### src/rtl/core/tlb_pkg.sv
`timescale 1ns / 1ps
`default_nettype none
package tlb_pkg;
    localparam logic [2:0] REQ_LOOKUP   = 3'd0;
    localparam logic [2:0] REQ_INS_L1   = 3'd1;
    localparam logic [2:0] REQ_INS_L2   = 3'd2;
    localparam logic [2:0] REQ_FLUSH_L1 = 3'd3;
    localparam logic [2:0] REQ_FLUSH_L2 = 3'd4;

    localparam logic [1:0] LVL_L1   = 2'd0;
    localparam logic [1:0] LVL_L2   = 2'd1;
    localparam logic [1:0] LVL_MISS = 2'd2;
    localparam logic [1:0] LVL_DONE = 2'd3;

    localparam int AGE_BITS = 8;
    localparam int CFG_BITS = 16;
    localparam logic CFG_L1 = 1'b0;
    localparam logic CFG_L2 = 1'b1;

    typedef struct packed {
        logic age_l1;
        logic search_l1;
        logic age_l2;
        logic search_l2;
        logic ins_l1;
        logic ins_l2;
        logic flush_l1;
        logic flush_l2;
        logic copy;
    } tlb_cmd_t;

    typedef struct packed {
        logic l1_hit;
        logic l2_hit;
    } tlb_stat_t;
endpackage
`default_nettype wire

### src/rtl/core/tlb_ctrl.sv
`timescale 1ns / 1ps
`default_nettype none
module tlb_ctrl (
    input  wire logic             clk,
    input  wire logic             rst_n,
    input  wire logic             in_fire,
    input  wire logic [2:0]       req_type,
    input  wire logic             out_free,
    input  wire logic             l1_due,
    input  wire logic             l2_due,
    input  wire tlb_pkg::tlb_stat_t stat,
    output tlb_pkg::tlb_cmd_t     cmd,
    output logic                  busy,
    output logic                  done,
    output logic [1:0]            level
);
    import tlb_pkg::*;

    typedef enum logic [2:0] {S_IDLE, S_L1, S_L1CHK, S_L2, S_L2CHK, S_OUT} state_t;
    state_t state_reg, state_next;
    logic [1:0] level_reg, level_next;

    assign busy  = (state_reg != S_IDLE);
    assign level = level_reg;
    assign done  = (state_reg == S_OUT) && out_free;

    always_comb
    begin
        state_next = state_reg;
        level_next = level_reg;
        cmd = '0;
        case (state_reg)
            S_IDLE:
            begin
                if (in_fire)
                begin
                    if (req_type == REQ_LOOKUP)
                    begin
                        state_next = S_L1;
                    end
                    else
                    begin
                        level_next = LVL_DONE;
                        state_next = S_OUT;
                        cmd.ins_l1   = (req_type == REQ_INS_L1);
                        cmd.ins_l2   = (req_type == REQ_INS_L2);
                        cmd.flush_l1 = (req_type == REQ_FLUSH_L1);
                        cmd.flush_l2 = (req_type == REQ_FLUSH_L2);
                    end
                end
            end
            S_L1:
            begin
                cmd.age_l1 = l1_due;
                state_next = S_L1CHK;
            end
            S_L1CHK:
            begin
                cmd.search_l1 = 1'b1;
                if (stat.l1_hit)
                begin
                    level_next = LVL_L1;
                    state_next = S_OUT;
                end
                else
                begin
                    state_next = S_L2;
                end
            end
            S_L2:
            begin
                cmd.age_l2 = l2_due;
                state_next = S_L2CHK;
            end
            S_L2CHK:
            begin
                cmd.search_l2 = 1'b1;
                cmd.copy = stat.l2_hit;
                level_next = stat.l2_hit ? LVL_L2 : LVL_MISS;
                state_next = S_OUT;
            end
            S_OUT:
            begin
                if (out_free)
                begin
                    state_next = S_IDLE;
                end
            end
            default:
            begin
                state_next = S_IDLE;
            end
        endcase
    end

    always_ff @(posedge clk or negedge rst_n)
    begin
        if (!rst_n)
        begin
            state_reg <= S_IDLE;
            level_reg <= LVL_DONE;
        end
        else
        begin
            state_reg <= state_next;
            level_reg <= level_next;
        end
    end
endmodule
`default_nettype wire

### config.mk
export PLATFORM = sky130hd
export DESIGN_NAME = tlb_ctrl
export DESIGN_NICKNAME = d
export VERILOG_FILES = /design/src/rtl/core/tlb_pkg.sv /design/src/rtl/core/tlb_ctrl.sv
export SDC_FILE = /design/constraint.sdc
export NUM_CORES = 1
export LEC_CHECK = 0
export BUFFER_PORTS_ARGS = -buffer_cell sky130_fd_sc_hd__buf_2
export CAP_MARGIN = 20
export CORE_AREA = 2 2 40 42
export DETAILED_ROUTE_END_ITERATION = 10
export DIE_AREA = 0 0 42 44
export PLACE_DENSITY_LB_ADDON = 0.2
export REMOVE_ABC_BUFFERS = 1
export SLEW_MARGIN = 0
export SYNTH_ARGS = -nofsm -noshare
export SYNTH_HDL_FRONTEND = slang
export SYNTH_SLANG_ARGS = --single-unit
### constraint.sdc
create_clock -name clk -period 2.3 [get_ports clk]
set_input_delay 0.46 -clock clk [delete_from_list [all_inputs] [get_ports clk]]
set_output_delay 0.46 -clock clk [all_outputs]
set_load 0.01 [all_outputs]
==> impl_metrics.json, run 1 <==
{
  "ys_warn_count": 0,
  "drtPass1Iterations": 3,
  "dr_wl_met3_um": 92,
  "critPathArrivalTime_ns": 1.69,
  "clk_pin_slew_ns": 0.04,
  "cts_buffer_depth": 2,
  "vias": 427,
  "gr-total-overflow": 0,
  "antenna_found_initial": 0,
  "place_hpwl_um": 794,
  "post_drt_wl_per_cell_um": 10.9,
  "wl_met1_um": 435,
  "startpoint_type": "register",
  "numCtsBuffers": 3,
  "route.met2.wl_um": 439,
  "intPower_uw": 386,
  "highest_layer": "met3",
  "die_height_um": 44,
  "drv_cap": 0,
  "timing_worst_setup_path_type": "reg2out",
  "power_leakage_uw": 0.000281,
  "viasPerCell": 4.80,
  "finalCritPeriodShare_pct": 93.5,
  "tns_ns": 0,
  "synthesis.area_um2": 405,
  "avgSynthCellArea_um2": 8.63,
  "ir_worst_vdd_v": 0.000514,
  "port_buffers": 23,
  "clock_sinks": 5,
  "cp_max_fo": 9,
  "crit_required_ns": 1.84,
  "hold_class": "in2async",
  "start_util_pct": 28.6,
  "areaGrowthSynthToFinish_pct": 38.0,
  "setup_viol": 0,
  "worst_clock_skew_ns": 0.00259,
  "net-switching-power_uw": 287,
  "outcome": "finished clean",
  "clkPwrFrac_pct": 15.1,
  "cts_setup_buffers": 0,
  "clkLatencyLatePin_ns": 0.24,
  "synth-seq-area-share_pct": 31.5,
  "postRouteAntennaNets": 0,
  "routed_wl_um": 967,
  "rsz0062_at_grt": "false",
  "fin_cells": 89,
  "worst_pin_slew_ns": 0.451,
  "switching_share_pct": 42.7,
  "syn_inst": 47,
  "drc": 0,
  "grt_max_degree": 14,
  "grt_pass1_wl_um": 1650,
  "cts_max_level": 1,
  "largest_reg_flops": 3,
  "core_area_um2": 1420,
  "finalNetCount": 85,
  "dp.cells": 85,
  "hold_viol": 0,
  "layout_commonest_cell": "buf_2",
  "cts_root_buf": "clkbuf_4",
  "synth_seq_cells": 5,
  "first_global_vias": 379,
  "place.gp.congestion": 0.689,
  "ys_types": 27,
  "fp.dieArea_um2": 1850,
  "grt_usage_pct": 11.9,
  "seqPwrFrac_pct": 25.5,
  "powerDensity_nw_per_um2": 1200,
  "rows": 14,
  "slew_violations": 0,
  "final_cell_mix": "buf_2, nor2_1, nand2_1, clkbuf_4, dfrtp_1",
  "antenna_cells": 0,
  "drive_gt1_share_pct": 46.6,
  "die_w_um": 42,
  "ctsHoldBuffers": 0,
  "fmax_ghz": 0.465,
  "drt_iter0_drc": 1,
  "relSlewSlack_pct": 69.9,
  "endpoint_kind": "output pin",
  "cts_tree": "done",
  "pwr-share-comb_pct": 59.4,
  "cts.repair.resized": 0,
  "io_pins": 24,
  "post-route-min-period_ns": 2.15
}
## area by class of cell
type / count / area [µm²]
clock buffer: 4 / 26.3
fill: 150 / 860
inverter: 1 / 3.75
multi-input combinational: 38 / 251
sequential: 5 / 128
tap: 16 / 20.0
timing repair buffer: 25 / 130
## synthesized netlist by cell type
master    count  area share, %
dfstp_2       2             13
nor3b_1       2            3.7
inv_1         1           0.93
a21oi_1       1            1.2
a221o_1       1            2.5
buf_4         1            1.9
or3_1         1            1.5
buf_6         1            2.8
or4_4         1            2.8
and4bb_2      1            3.1
nand2_1       3            2.8
nor2_2        1            1.5
mux2i_1       1            2.5
o21ai_1       1            1.2
o32a_1        1            2.5
o31a_1        1            2.2
nand2b_1      2            3.1
o31ai_1       1            1.9
a22oi_4       1            5.2
and2b_1       1            1.9
nor2_1       11             10
o21ai_0       2            2.5
clkbuf_1      1           0.93
nor4b_1       2            4.3
or4b_1        1            2.5
dfrtp_1       3             19
and3_1        2            3.1
## critical path: stages, from the launching register on
cell and delay, ns:
dfrtp_1 0.45, or4b_1 0.55, nor4b_1 0.27, buf_2 0.17
## worst paths after layout
check                                  start      endpoint  slack [ns]  cells past startpoint
worst max-delay path            state_reg[1]        cmd[1]        0.15                      3
worst min-delay path                   rst_n  state_reg[0]        0.02                      1
worst max register to register  state_reg[2]      level[0]        0.71                      5
worst min register to register      level[1]      level[1]        0.51                      2
max in group asynchronous              rst_n      level[0]        2.07                      1
min in group clk                    out_free  state_reg[0]        0.41                      2
## logic make-up (layout without fill, tap and decap cells)
| family | count (synthesis) | after routing | share of synthesized area, % |
|---|---|---|---|
| AND/OR/NAND/NOR | 28 | 28 | 40.4 |
| AO/OA/AOI/OAI | 9 | 9 | 19.1 |
| multiplexers | 1 | 1 | 2.47 |
| flip-flops | 5 | 5 | 31.5 |
| buffers and inverters | 4 | 30 | 6.48 |
## stage by stage
stage	area [µm²]	total power, µW	worst slack, ns	util [%]	hold WS, ns
final	559	673	0.150	39.4	0.0218
after global routing	559	753	0.0375	39.4	0.0108
after CTS	559	688	0.115	39.4	0.0168
after detailed placement	533	579	0.332	37.6	0.279
after global placement	533	578	0.346	37.6	0.274
after floorplan	383	434	0.302	-	0.164
## power groups by stage
stage	Sequential [µW]	Clock (µW)	Combinational, µW
final	172	101	400
after global routing	180	120	453
after CTS	174	107	407
after detailed placement	175	0	404
after global placement	176	0	402
after floorplan	202	0	233
## routing by layer
metal | GRT usage [%] | vias up
met5 | 0 | -
met2 | 17.2 | 18
li1 | - | 222
met3 | 7.08 | 0
met4 | 1.94 | 0
met1 | 15.4 | 187
No activity file was read; power rests on OpenSTA's default activity.
==> run 2, diff against run 1 <==
REMOVE_ABC_BUFFERS = default   (was 1)
==> run 2 against run 1 <==
Utilization increased by 0.44 points. Flip-flop and latch count unchanged. Critical path depth increased by 1. Die area unchanged. Global-route usage increased by 0.60 points. Cell count unchanged. Largest cell class unchanged.
==> impl_metrics.json, run 2 (synthesis results as in run 1) <==
{
  "first_global_vias": 386,
  "worst_slack_ns": 0.162,
  "hold_class": "in2async",
  "routed_wl_um": 972,
  "worst_clock_skew_ns": 0.00601,
  "largest_reg_flops": 3,
  "finalCritPeriodShare_pct": 92.9,
  "slowest_delay_ns": 0.56,
  "antenna_found_initial": 0,
  "drtPass1Iterations": 4,
  "place_hpwl_um": 803,
  "reg2reg_depth": 5,
  "clkLatencyLatePin_ns": 0.24,
  "clock_sinks": 5,
  "grt_max_degree": 16,
  "slew_violations": 0,
  "worst_pin_slew_ns": 0.444,
  "areaGrowthSynthToFinish_pct": 39.5,
  "regArea_um2": 128,
  "viasPerCell": 5.01,
  "cts_tree": "done",
  "hold_viol": 0,
  "post_dp_cell_area_um2": 533,
  "place.gp.congestion": 0.700,
  "layout_commonest_cell": "buf_2",
  "drc": 0,
  "die_height_um": 44,
  "fmax_ghz": 0.468,
  "outcome": "finished clean",
  "rows": 14,
  "crit_path_start": "state_reg[1]",
  "post_drt_wl_per_cell_um": 10.9,
  "dp.cells": 85,
  "cp_max_fo": 9,
  "rsz0062_at_grt": "false",
  "postRouteAntennaNets": 0,
  "tns_ns": 0,
  "fill_cells": 158,
  "finalNetCount": 85,
  "ctsHoldBuffers": 0,
  "fp.dieArea_um2": 1850,
  "fin_area_um2": 566,
  "numCtsBuffers": 3,
  "ir_worst_vdd_v": 0.000614,
  "relSlewSlack_pct": 70.4,
  "core_area_um2": 1420,
  "port_buffers": 23,
  "timing_worst_setup_path_type": "reg2out",
  "die_w_um": 42,
  "cts_max_level": 1,
  "crit_required_ns": 1.84,
  "powerDensity_nw_per_um2": 1190,
  "final_cell_mix": "buf_2, nor2_1, nand2_1, clkbuf_4, dfrtp_1",
  "clk_pin_slew_ns": 0.04,
  "r2r-start": "state_reg[2]",
  "start_util_pct": 28.6,
  "gr-total-overflow": 0,
  "grt_pass1_wl_um": 1640,
  "cts_root_buf": "clkbuf_4",
  "syn_nets": 58,
  "post-route-min-period_ns": 2.14,
  "startpoint_type": "register",
  "reg2reg_slack_ns": 0.71,
  "cts_buffer_depth": 2,
  "grt_usage_pct": 12.5,
  "dp_slack_ns": 0.333,
  "drv_cap": 0,
  "setup_viol": 0,
  "fin_cells": 89,
  "drive_gt1_share_pct": 47.9,
  "critPathArrivalTime_ns": 1.68,
  "vias": 446,
  "slowest_stage": "or4b_1",
  "antenna_cells": 0,
  "io_pins": 24,
  "path_cells": "or4b_1 -> nor2_1 -> and3_1 -> buf_2",
  "multi_input_comb_area_um2": 258,
  "drt_iter0_drc": 12,
  "power_leakage_uw": 0.000282,
  "utilization_pct": 39.9,
  "endpoint_kind": "output pin",
  "worst_r2r_endpoint": "level[0]"
}
[run 2: cell types whose count changed in the layout (fill, tap and decap cells not counted)]
cell,change
nor4b_1,-1
nor4b_2,+1
[run 2: worst max-delay path, delay by kind of cell, from the launching register on]
kind / cells / cell delay, ns
AND/OR/NAND/NOR: 3 / 0.86
buffers and inverters: 1 / 0.12
flip-flops: 1 / 0.45
[run 2: per-stage QoR]
| step | total power, µW | hold slack (ns) |
|---|---|---|
| floorplan | 468 | 0.164 |
| global placement | 579 | 0.276 |
| detailed placement | 577 | 0.278 |
| CTS | 683 | 0.0106 |
| global route | 744 | 0.0137 |
| finish | 671 | 0.0216 |
[run 2: worst max path at each step]
stage,slack (ns),cells past startpoint,end
2_1_floorplan,0.32,3,cmd[1]
3_3_place_gp,0.35,4,cmd[1]
3_5_place_dp,0.33,4,cmd[1]
4_1_cts,0.12,3,cmd[1]
5_1_grt,0.03,3,cmd[1]
6_report,0.16,4,cmd[2]
[run 2: timing repair]
action,in CTS,in global routing
endpoints found under the setup margin,0,1
endpoints found under the hold margin,0,0
setup buffers,0,0
resized for setup,0,1
[run 2: layout make-up]
type                            count  share of cell area (%)
Sequential cell                     5                    22.6
Timing Repair Buffer               25                    23.0
Multi-Input combinational cell     38                    45.6
Inverter                            1                   0.664
Tap cell                           16                    3.54
Clock buffer                        4                    4.65
[run 2: layer usage]
layer,vias up,GRT usage [%],share of wire (%)
li1,227,-,-
met1,193,14.4,47
met3,2,7.92,9.2
met4,0,5.81,1.4
met5,-,0,0
met2,24,18.1,42
[run 2: power by group]
part / total (µW) / switching [µW] / internal, µW
combinational: 404 / 222 / 182
sequential: 168 / 28.9 / 139
clock: 98.5 / 33.1 / 65.4
total: 671 / 284 / 387
